==> config.mk <==
export PLATFORM = sky130hd
export DESIGN_NAME = vfcm_ctrl
export DESIGN_NICKNAME = d
export VERILOG_FILES = /design/src/rtl/vfcm_pkg.sv /design/src/rtl/vfcm_ctrl.sv
export SDC_FILE = /design/constraint.sdc
export NUM_CORES = 1
export LEC_CHECK = 0
export BUFFER_PORTS_ARGS = -buffer_cell sky130_fd_sc_hd__clkbuf_2
export CORE_AREA = 2 2 39 41
export DETAILED_ROUTE_END_ITERATION = 10
export DIE_AREA = 0 0 41 43
export PLACE_DENSITY = 0.59
export SKIP_LAST_GASP = 1
export SLEW_MARGIN = 20
export SYNTH_ARGS = -nofsm -noshare
export SYNTH_HDL_FRONTEND = slang
export SYNTH_SLANG_ARGS = --single-unit
==> constraint.sdc <==
create_clock -name clk -period 2.1 [get_ports clk]
set_input_delay 0.42 -clock clk [delete_from_list [all_inputs] [get_ports clk]]
set_output_delay 0.42 -clock clk [all_outputs]
set_load 0.05 [all_outputs]
==> src/rtl/vfcm_pkg.sv <==
`default_nettype none
package vfcm_pkg;

  localparam int DEF_GRID_SIZE = 16;

  localparam int OP_W    = 2;
  localparam int COORD_W = 4;
  localparam int INDEX_W = 12;
  localparam int FACE_W  = 3;
  localparam int VERT_W  = 17;
  localparam int SEL_W   = 3;
  localparam int NFACES  = 6;

  localparam logic [OP_W-1:0] OP_LOAD  = 2'd0;
  localparam logic [OP_W-1:0] OP_QUERY = 2'd1;
  localparam logic [OP_W-1:0] OP_BEGIN = 2'd2;

  localparam logic [FACE_W-1:0] FACE_TOP    = 3'd0;
  localparam logic [FACE_W-1:0] FACE_BOTTOM = 3'd1;
  localparam logic [FACE_W-1:0] FACE_RIGHT  = 3'd2;
  localparam logic [FACE_W-1:0] FACE_LEFT   = 3'd3;
  localparam logic [FACE_W-1:0] FACE_FRONT  = 3'd4;
  localparam logic [FACE_W-1:0] FACE_BACK   = 3'd5;

  // Read select: the center voxel first, then one code per face in output order.
  localparam logic [SEL_W-1:0] SEL_CENTER = 3'd0;
  localparam logic [SEL_W-1:0] SEL_TOP    = 3'd1;
  localparam logic [SEL_W-1:0] SEL_BOTTOM = 3'd2;
  localparam logic [SEL_W-1:0] SEL_RIGHT  = 3'd3;
  localparam logic [SEL_W-1:0] SEL_LEFT   = 3'd4;
  localparam logic [SEL_W-1:0] SEL_FRONT  = 3'd5;
  localparam logic [SEL_W-1:0] SEL_BACK   = 3'd6;

  localparam logic [VERT_W-1:0] VERT_STEP = 17'd4;

  typedef struct packed {
    logic             load_wr;
    logic             query_start;
    logic             begin_clr;
    logic             rd_en;
    logic [SEL_W-1:0] rd_sel;
    logic             emit;
  } vfcm_cmd_t;

  typedef struct packed {
    logic emit_last;
  } vfcm_status_t;

endpackage
`default_nettype wire

==> src/rtl/vfcm_ctrl.sv <==
`default_nettype none
module vfcm_ctrl (
  input  wire logic                      clk,
  input  wire logic                      rst_n,
  input  wire logic                      start,
  input  wire logic [vfcm_pkg::OP_W-1:0] op,
  output logic                           busy,
  output vfcm_pkg::vfcm_cmd_t            cmd,
  input  wire vfcm_pkg::vfcm_status_t    status
);
  import vfcm_pkg::*;

  localparam logic [1:0] ST_IDLE = 2'd0;
  localparam logic [1:0] ST_READ = 2'd1;
  localparam logic [1:0] ST_WAIT = 2'd2;
  localparam logic [1:0] ST_EMIT = 2'd3;

  logic [1:0]       state_r, state_nxt;
  logic [SEL_W-1:0] sel_r, sel_nxt;
  logic             accept;

  assign busy   = (state_r != ST_IDLE);
  assign accept = start && !busy;

  always_comb begin
    state_nxt       = state_r;
    sel_nxt         = sel_r;
    cmd.load_wr     = accept && (op == OP_LOAD);
    cmd.query_start = accept && (op == OP_QUERY);
    cmd.begin_clr   = accept && (op == OP_BEGIN);
    cmd.rd_en       = (state_r == ST_READ);
    cmd.rd_sel      = sel_r;
    cmd.emit        = (state_r == ST_EMIT);
    case (state_r)
      ST_IDLE: begin
        if (cmd.query_start) begin
          state_nxt = ST_READ;
          sel_nxt   = SEL_CENTER;
        end
      end
      ST_READ: begin
        sel_nxt = sel_r + 3'd1;
        if (sel_r == SEL_BACK) begin
          state_nxt = ST_WAIT;
        end
      end
      ST_WAIT: begin
        state_nxt = ST_EMIT;
      end
      ST_EMIT: begin
        if (status.emit_last) begin
          state_nxt = ST_IDLE;
        end
      end
      default: begin
        state_nxt = ST_IDLE;
      end
    endcase
  end

  always_ff @(posedge clk) begin
    if (!rst_n) begin
      state_r <= ST_IDLE;
      sel_r   <= SEL_CENTER;
    end else begin
      state_r <= state_nxt;
      sel_r   <= sel_nxt;
    end
  end

endmodule
`default_nettype wire

==> results.yml, run 1 <==
floorplanning:
  fp-row-count: 14
  start_util_pct: 29.0
  dieArea_um2: 1760
  design.core.area_um2: 1380
  io_pins: 15
  die_x_um: 41
  die_h_um: 43
sta:
  final_hold_viol_count: 0
  tightest_slew_ns: 0.527
  maxSlewHeadroom_pct: 64.9
  fin_worst_skew_ns: 0.00117
  period_needed_ns: 1.94
  final_max_slew_viol_count: 0
  post-route-period-util_pct: 92.5
  setup_tns_ns: 0
  rsz0062_at_grt: "false"
  finalSetupViolCount: 0
  max_freq_mhz: 515
setup_path:
  critical_path_class: "flop to output pin"
  critPathCaptureType: "output pin"
  startpoint_type: "flop"
  arrival_ns: 1.52
  cp_data_required_time_ns: 1.68
  path_max_fanout: 8
synthesis:
  ys.flop_type: "dfxtp_1"
  synth_top_family_by_area: "simple AND/OR/NAND/NOR gates"
  synthXorXnorAreaFrac_pct: 0
  synth-simple-area-share_pct: 22.4
  synthMuxAreaShare_pct: 4.98
  synth_cell_types: 19
  synthCells: 45
  yosys_warnings: 0
  async_flop_share_pct: 0
  synthAdderAreaFrac_pct: 21.8
  postSynthAreaPerCell_um2: 8.93
  netlist_area_um2: 402
  synth_fp_nets: 58
  synth-edff-count: 0
  ys_seq_area_share_pct: 24.9
  synth_compound_area_share_pct: 16.5
  ys_seq_elements: 5
clock_tree:
  clock_path_buffers: 2
  clk_pin_slew_ns: 0.04
  postCtsSetupBuffers: 0
  cts.sinks: 5
  cts-root-buf: "clkbuf_4"
  cts_tree: "built"
  cts_made_buffers: 3
  cts_max_level: 1
  worstSkewPairLatency_ns: 0.24
finish:
  drive_gt1_share_pct: 38.7
  n_antenna_cell: 0
  final_common_cell: "clkbuf_2"
  fin_util_pct: 37.5
  final_cell_mix: "clkbuf_2, inv_1, nand2_1, ha_1, dfxtp_1"
  fin_nets: 76
  syn2layout_area_growth_pct: 29.3
routing:
  antenna_left: 0
  drc: 0
  first_pass_iters: 4
  viasPerCell: 4.76
  wl_per_cell_um: 9.37
  vias: 371
  drtIter0Drc: 9
  wl_um: 731
place:
  routabilityCongestion: 0.682
  placement.io_buffers: 14
  hpwl_um: 600
global_routing:
  grt-ovfl-total: 0
  grt_pass1_wl_um: 1250
  antenna_found_initial: 0
  grt_usage_pct: 11.0
  grt_pass1_vias: 302
  grt_max_degree: 9
power_and_ir_drop:
  ir_drop_uv: 414
  p_leak_nw: 0.257
  powerDensity_nw_per_um2: 1020
  p_total_uw: 531
min_path:
  hold_path_class: "input port to flop"
outcome:
  status: "completed"
run:
  maxCapViolations: 0
-- registers in the layout, indices dropped and copies added, names as in the netlist --
signal,cells
sel_r,3
state_r,2
-- stage by stage --
| step | area (um2) | worst slack [ns] | cells | hold WS, ns |
|---|---|---|---|---|
| after floorplan | 412 | 0.249 | 45 | 0.468 |
| after global placement | 490 | 0.324 | 74 | 0.484 |
| after detailed placement | 490 | 0.306 | 74 | 0.491 |
| after CTS | 517 | 0.0461 | 78 | 0.464 |
| after global routing | 519 | 0.0109 | 78 | 0.478 |
| final | 519 | 0.157 | 78 | 0.463 |
-- what timing repair did --
action                     CTS  global route
setup endpoints to repair    0             3
gates resized for setup      0             1
hold buffers                 0             0
hold endpoints to repair     0             0
-- cell type report --
class                   count  area (um2)
clock buffers               4        26.3
inverters                   7        26.3
well taps                  16        20.0
fillers                   153         865
repair buffers             14        70.1
multi-input cells          32         277
flip-flops and latches      5         100
-- cell usage after synthesis, drive strengths merged (2+ instances only) --
master,instances,share of area [%]
a211o,2,5.0
a21boi,2,3.7
dfxtp,5,25
ha,7,22
inv,7,6.5
mux2i,2,5.0
nand2,7,6.5
nand3,2,2.5
-- routing by layer --
metal | routed length (um) | global-route usage, % | part of all wire, %
met1 | 314 | 12.9 | 43
met2 | 366 | 14.4 | 50
met3 | 39 | 6.28 | 5.3
met4 | 11 | 8.00 | 1.5
met5 | 0 | 0 | 0
-- critical path, stage by stage, from the launching register on --
cell	delay, ns
dfxtp_1	0.33
inv_1	0.11
ha_2	0.28
nand2_1	0.12
nor3b_2	0.15
clkbuf_2	0.29
-- worst paths after layout --
kind | startpoint | end | slack (ns) | cells past startpoint
min | rst_n | sel_r[2] | 0.46 | 2
min reg2reg | state_r[1] | state_r[1] | 0.50 | 2
max reg2reg | state_r[0] | state_r[0] | 0.43 | 5
max | state_r[0] | cmd[5] | 0.16 | 5
-- cells by family (layout without fill, tap and decap cells) --
group,after synthesis,in the layout
flops,5,5
mux,2,2
compound gates,8,8
buf+inv,8,25
simple gates,15,15
fa+ha+maj,7,7
-- power breakdown --
group / leakage [nW] / switching (mW) / total [mW] / internal (mW)
Combinational: 0.202 / 0.206 / 0.293 / 0.0874
Sequential: 0.0405 / 0.0159 / 0.126 / 0.111
Clock: 0.0150 / 0.0396 / 0.111 / 0.0718
Total: 0.257 / 0.261 / 0.531 / 0.270
No activity file was read; power rests on OpenSTA's default activity.
==> run 2: changes to the inputs <==
--- a/config.mk
+++ b/config.mk
@@ -6,9 +6,9 @@
 export NUM_CORES = 1
 export LEC_CHECK = 0
 export BUFFER_PORTS_ARGS = -buffer_cell sky130_fd_sc_hd__clkbuf_2
-export CORE_AREA = 2 2 39 41
+export CORE_AREA = 5 5 42 44
 export DETAILED_ROUTE_END_ITERATION = 10
-export DIE_AREA = 0 0 41 43
+export DIE_AREA = 0 0 47 49
 export PLACE_DENSITY = 0.59
 export SKIP_LAST_GASP = 1
 export SLEW_MARGIN = 20
==> run 2 against run 1 <==
Net effect: critical path depth unchanged; maximum frequency decreased by 3.0%; combinational power grew 2%; register-to-register slack got worse by 0.08 ns; largest power group unchanged; setup slack got worse by 0.060 ns.
==> results.yml, run 2 (synthesis results as in run 1) <==
sta:
  fin_worst_skew_ns: 0.00200
  finalSetupViolCount: 0
  post-route-period-util_pct: 95.4
  tightest_slew_ns: 0.579
  period_needed_ns: 2.00
  max_freq_mhz: 499
  maxSlewHeadroom_pct: 61.4
  final_hold_viol_count: 0
  rsz0062_at_grt: "false"
  final_max_slew_viol_count: 0
  setup_tns_ns: 0
setup_path:
  max_stage_delay_ns: 0.34
  path_buf_inv: 2
  startpoint_type: "flop"
  critical_path.top_delay_family: "buffers and inverters"
  cp_data_required_time_ns: 1.68
  path_cells: "inv_1, ha_2, nand2_1, nor3b_2, clkbuf_2"
  path_max_fanout: 8
  crit_start: "state_r[0]"
  crit_slowest_cell: "dfxtp_1"
  critPathCaptureType: "output pin"
  critical_path_class: "flop to output pin"
  arrival_ns: 1.58
  rr_startpoint: "state_r[0]"
routing:
  antenna_left: 0
  drtIter0Drc: 4
  drc: 0
  wl_per_cell_um: 11.6
  wl_um: 905
  first_pass_iters: 4
  vias: 381
  viasPerCell: 4.88
clock_tree:
  cts_made_buffers: 3
  cts-root-buf: "clkbuf_4"
  hold_buffers: 0
  worstSkewPairLatency_ns: 0.24
  cts-resized-gates: 1
  clock_path_buffers: 2
  cts.sinks: 5
  cts_tree: "built"
  clk_pin_slew_ns: 0.05
  postCtsSetupBuffers: 0
  cts_max_level: 1
floorplanning:
  design.core.area_um2: 1400
  dieArea_um2: 2300
  start_util_pct: 28.7
  die_x_um: 47
  die_h_um: 49
  io_pins: 15
  fp-row-count: 14
global_routing:
  grt-ovfl-total: 0
  grt_pass1_wl_um: 1530
  grt_pass1_vias: 362
  met1_usage_pct: 10.1
  grt_max_degree: 9
  busiest_layer: "met2"
  antenna_found_initial: 0
  gr-usage-met2_pct: 14.3
  use_met3_pct: 8.12
  grt_usage_pct: 9.43
place:
  placed_cells: 74
  hpwl_um: 728
  placed_area_um2: 490
  routabilityCongestion: 0.676
  placement.io_buffers: 14
finish:
  fin_nets: 76
  largest_reg_flops: 3
  fillers: 157
  final_cell_mix: "clkbuf_2, inv_1, nand2_1, ha_1, dfxtp_1"
  final_common_cell: "clkbuf_2"
  syn2layout_area_growth_pct: 29.3
  area.sequential_um2: 100
  regMostFlops: "sel_r"
  n_antenna_cell: 0
  largestRegisters: "sel_r: 3 flops, state_r: 2 flops"
  design_area_um2: 519
  multi_input_area_um2: 277
  final_cells: 78
  drive_gt1_share_pct: 38.7
power_and_ir_drop:
  powerDensity_nw_per_um2: 1050
  p_leak_nw: 0.257
  ir_drop_uv: 396
min_path:
  hold_path_class: "flop to flop"
  hold_start: "state_r[1]"
outcome:
  status: "completed"
run:
  maxCapViolations: 0
[run 2: cell counts in the layout (fill, tap and decap cells not counted)]
No cell type changed its count.
[run 2: layer usage]
metal / vias to the layer above / share of wire [%]
met5: - / 0
met4: 0 / 0
met3: 0 / 8.7
met2: 10 / 49
met1: 179 / 42
li1: 192 / -
[run 2: worst register-to-register path, stage by stage, from the launching register on]
cell and delay [ns]:
dfxtp_1 0.34, inv_1 0.13, ha_2 0.30, nand4b_4 0.18
a222oi_1 0.49, mux2i_1 0.24
[run 2: cell type report]
cell class	instances	share of cell area [%]
Timing Repair Buffer	14	13.5
Tap cell	16	3.86
Inverter	7	5.06
Clock buffer	4	5.06
Sequential cell	5	19.3
Multi-Input combinational cell	32	53.3
[run 2: final timing paths]
check / end / slack, ns / cells past startpoint
hold reg to reg: state_r[1] / 0.49 / 2
hold / removal: state_r[1] / 0.49 / 2
setup / recovery: cmd[5] / 0.1 / 5
setup reg to reg: state_r[0] / 0.35 / 5
[run 2: where the power goes]
group          internal [mW]  total [mW]  switching (mW)
clock                 0.0721       0.116          0.0439
combinational         0.0887       0.300           0.212
sequential             0.110       0.128          0.0174
total                  0.271       0.544           0.273
[run 2: stage by stage]
stage / power (mW) / setup slack (ns) / util [%] / hold WS [ns]
detailed placement: 0.427 / 0.252 / 35.0 / 0.488
finish: 0.544 / 0.0969 / 37.1 / 0.492
floorplan: 0.379 / 0.249 / - / 0.468
global placement: 0.420 / 0.295 / 35.0 / 0.486
CTS: 0.554 / 0.0775 / 37.1 / 0.486
global route: 0.588 / 0.00510 / 37.1 / 0.492
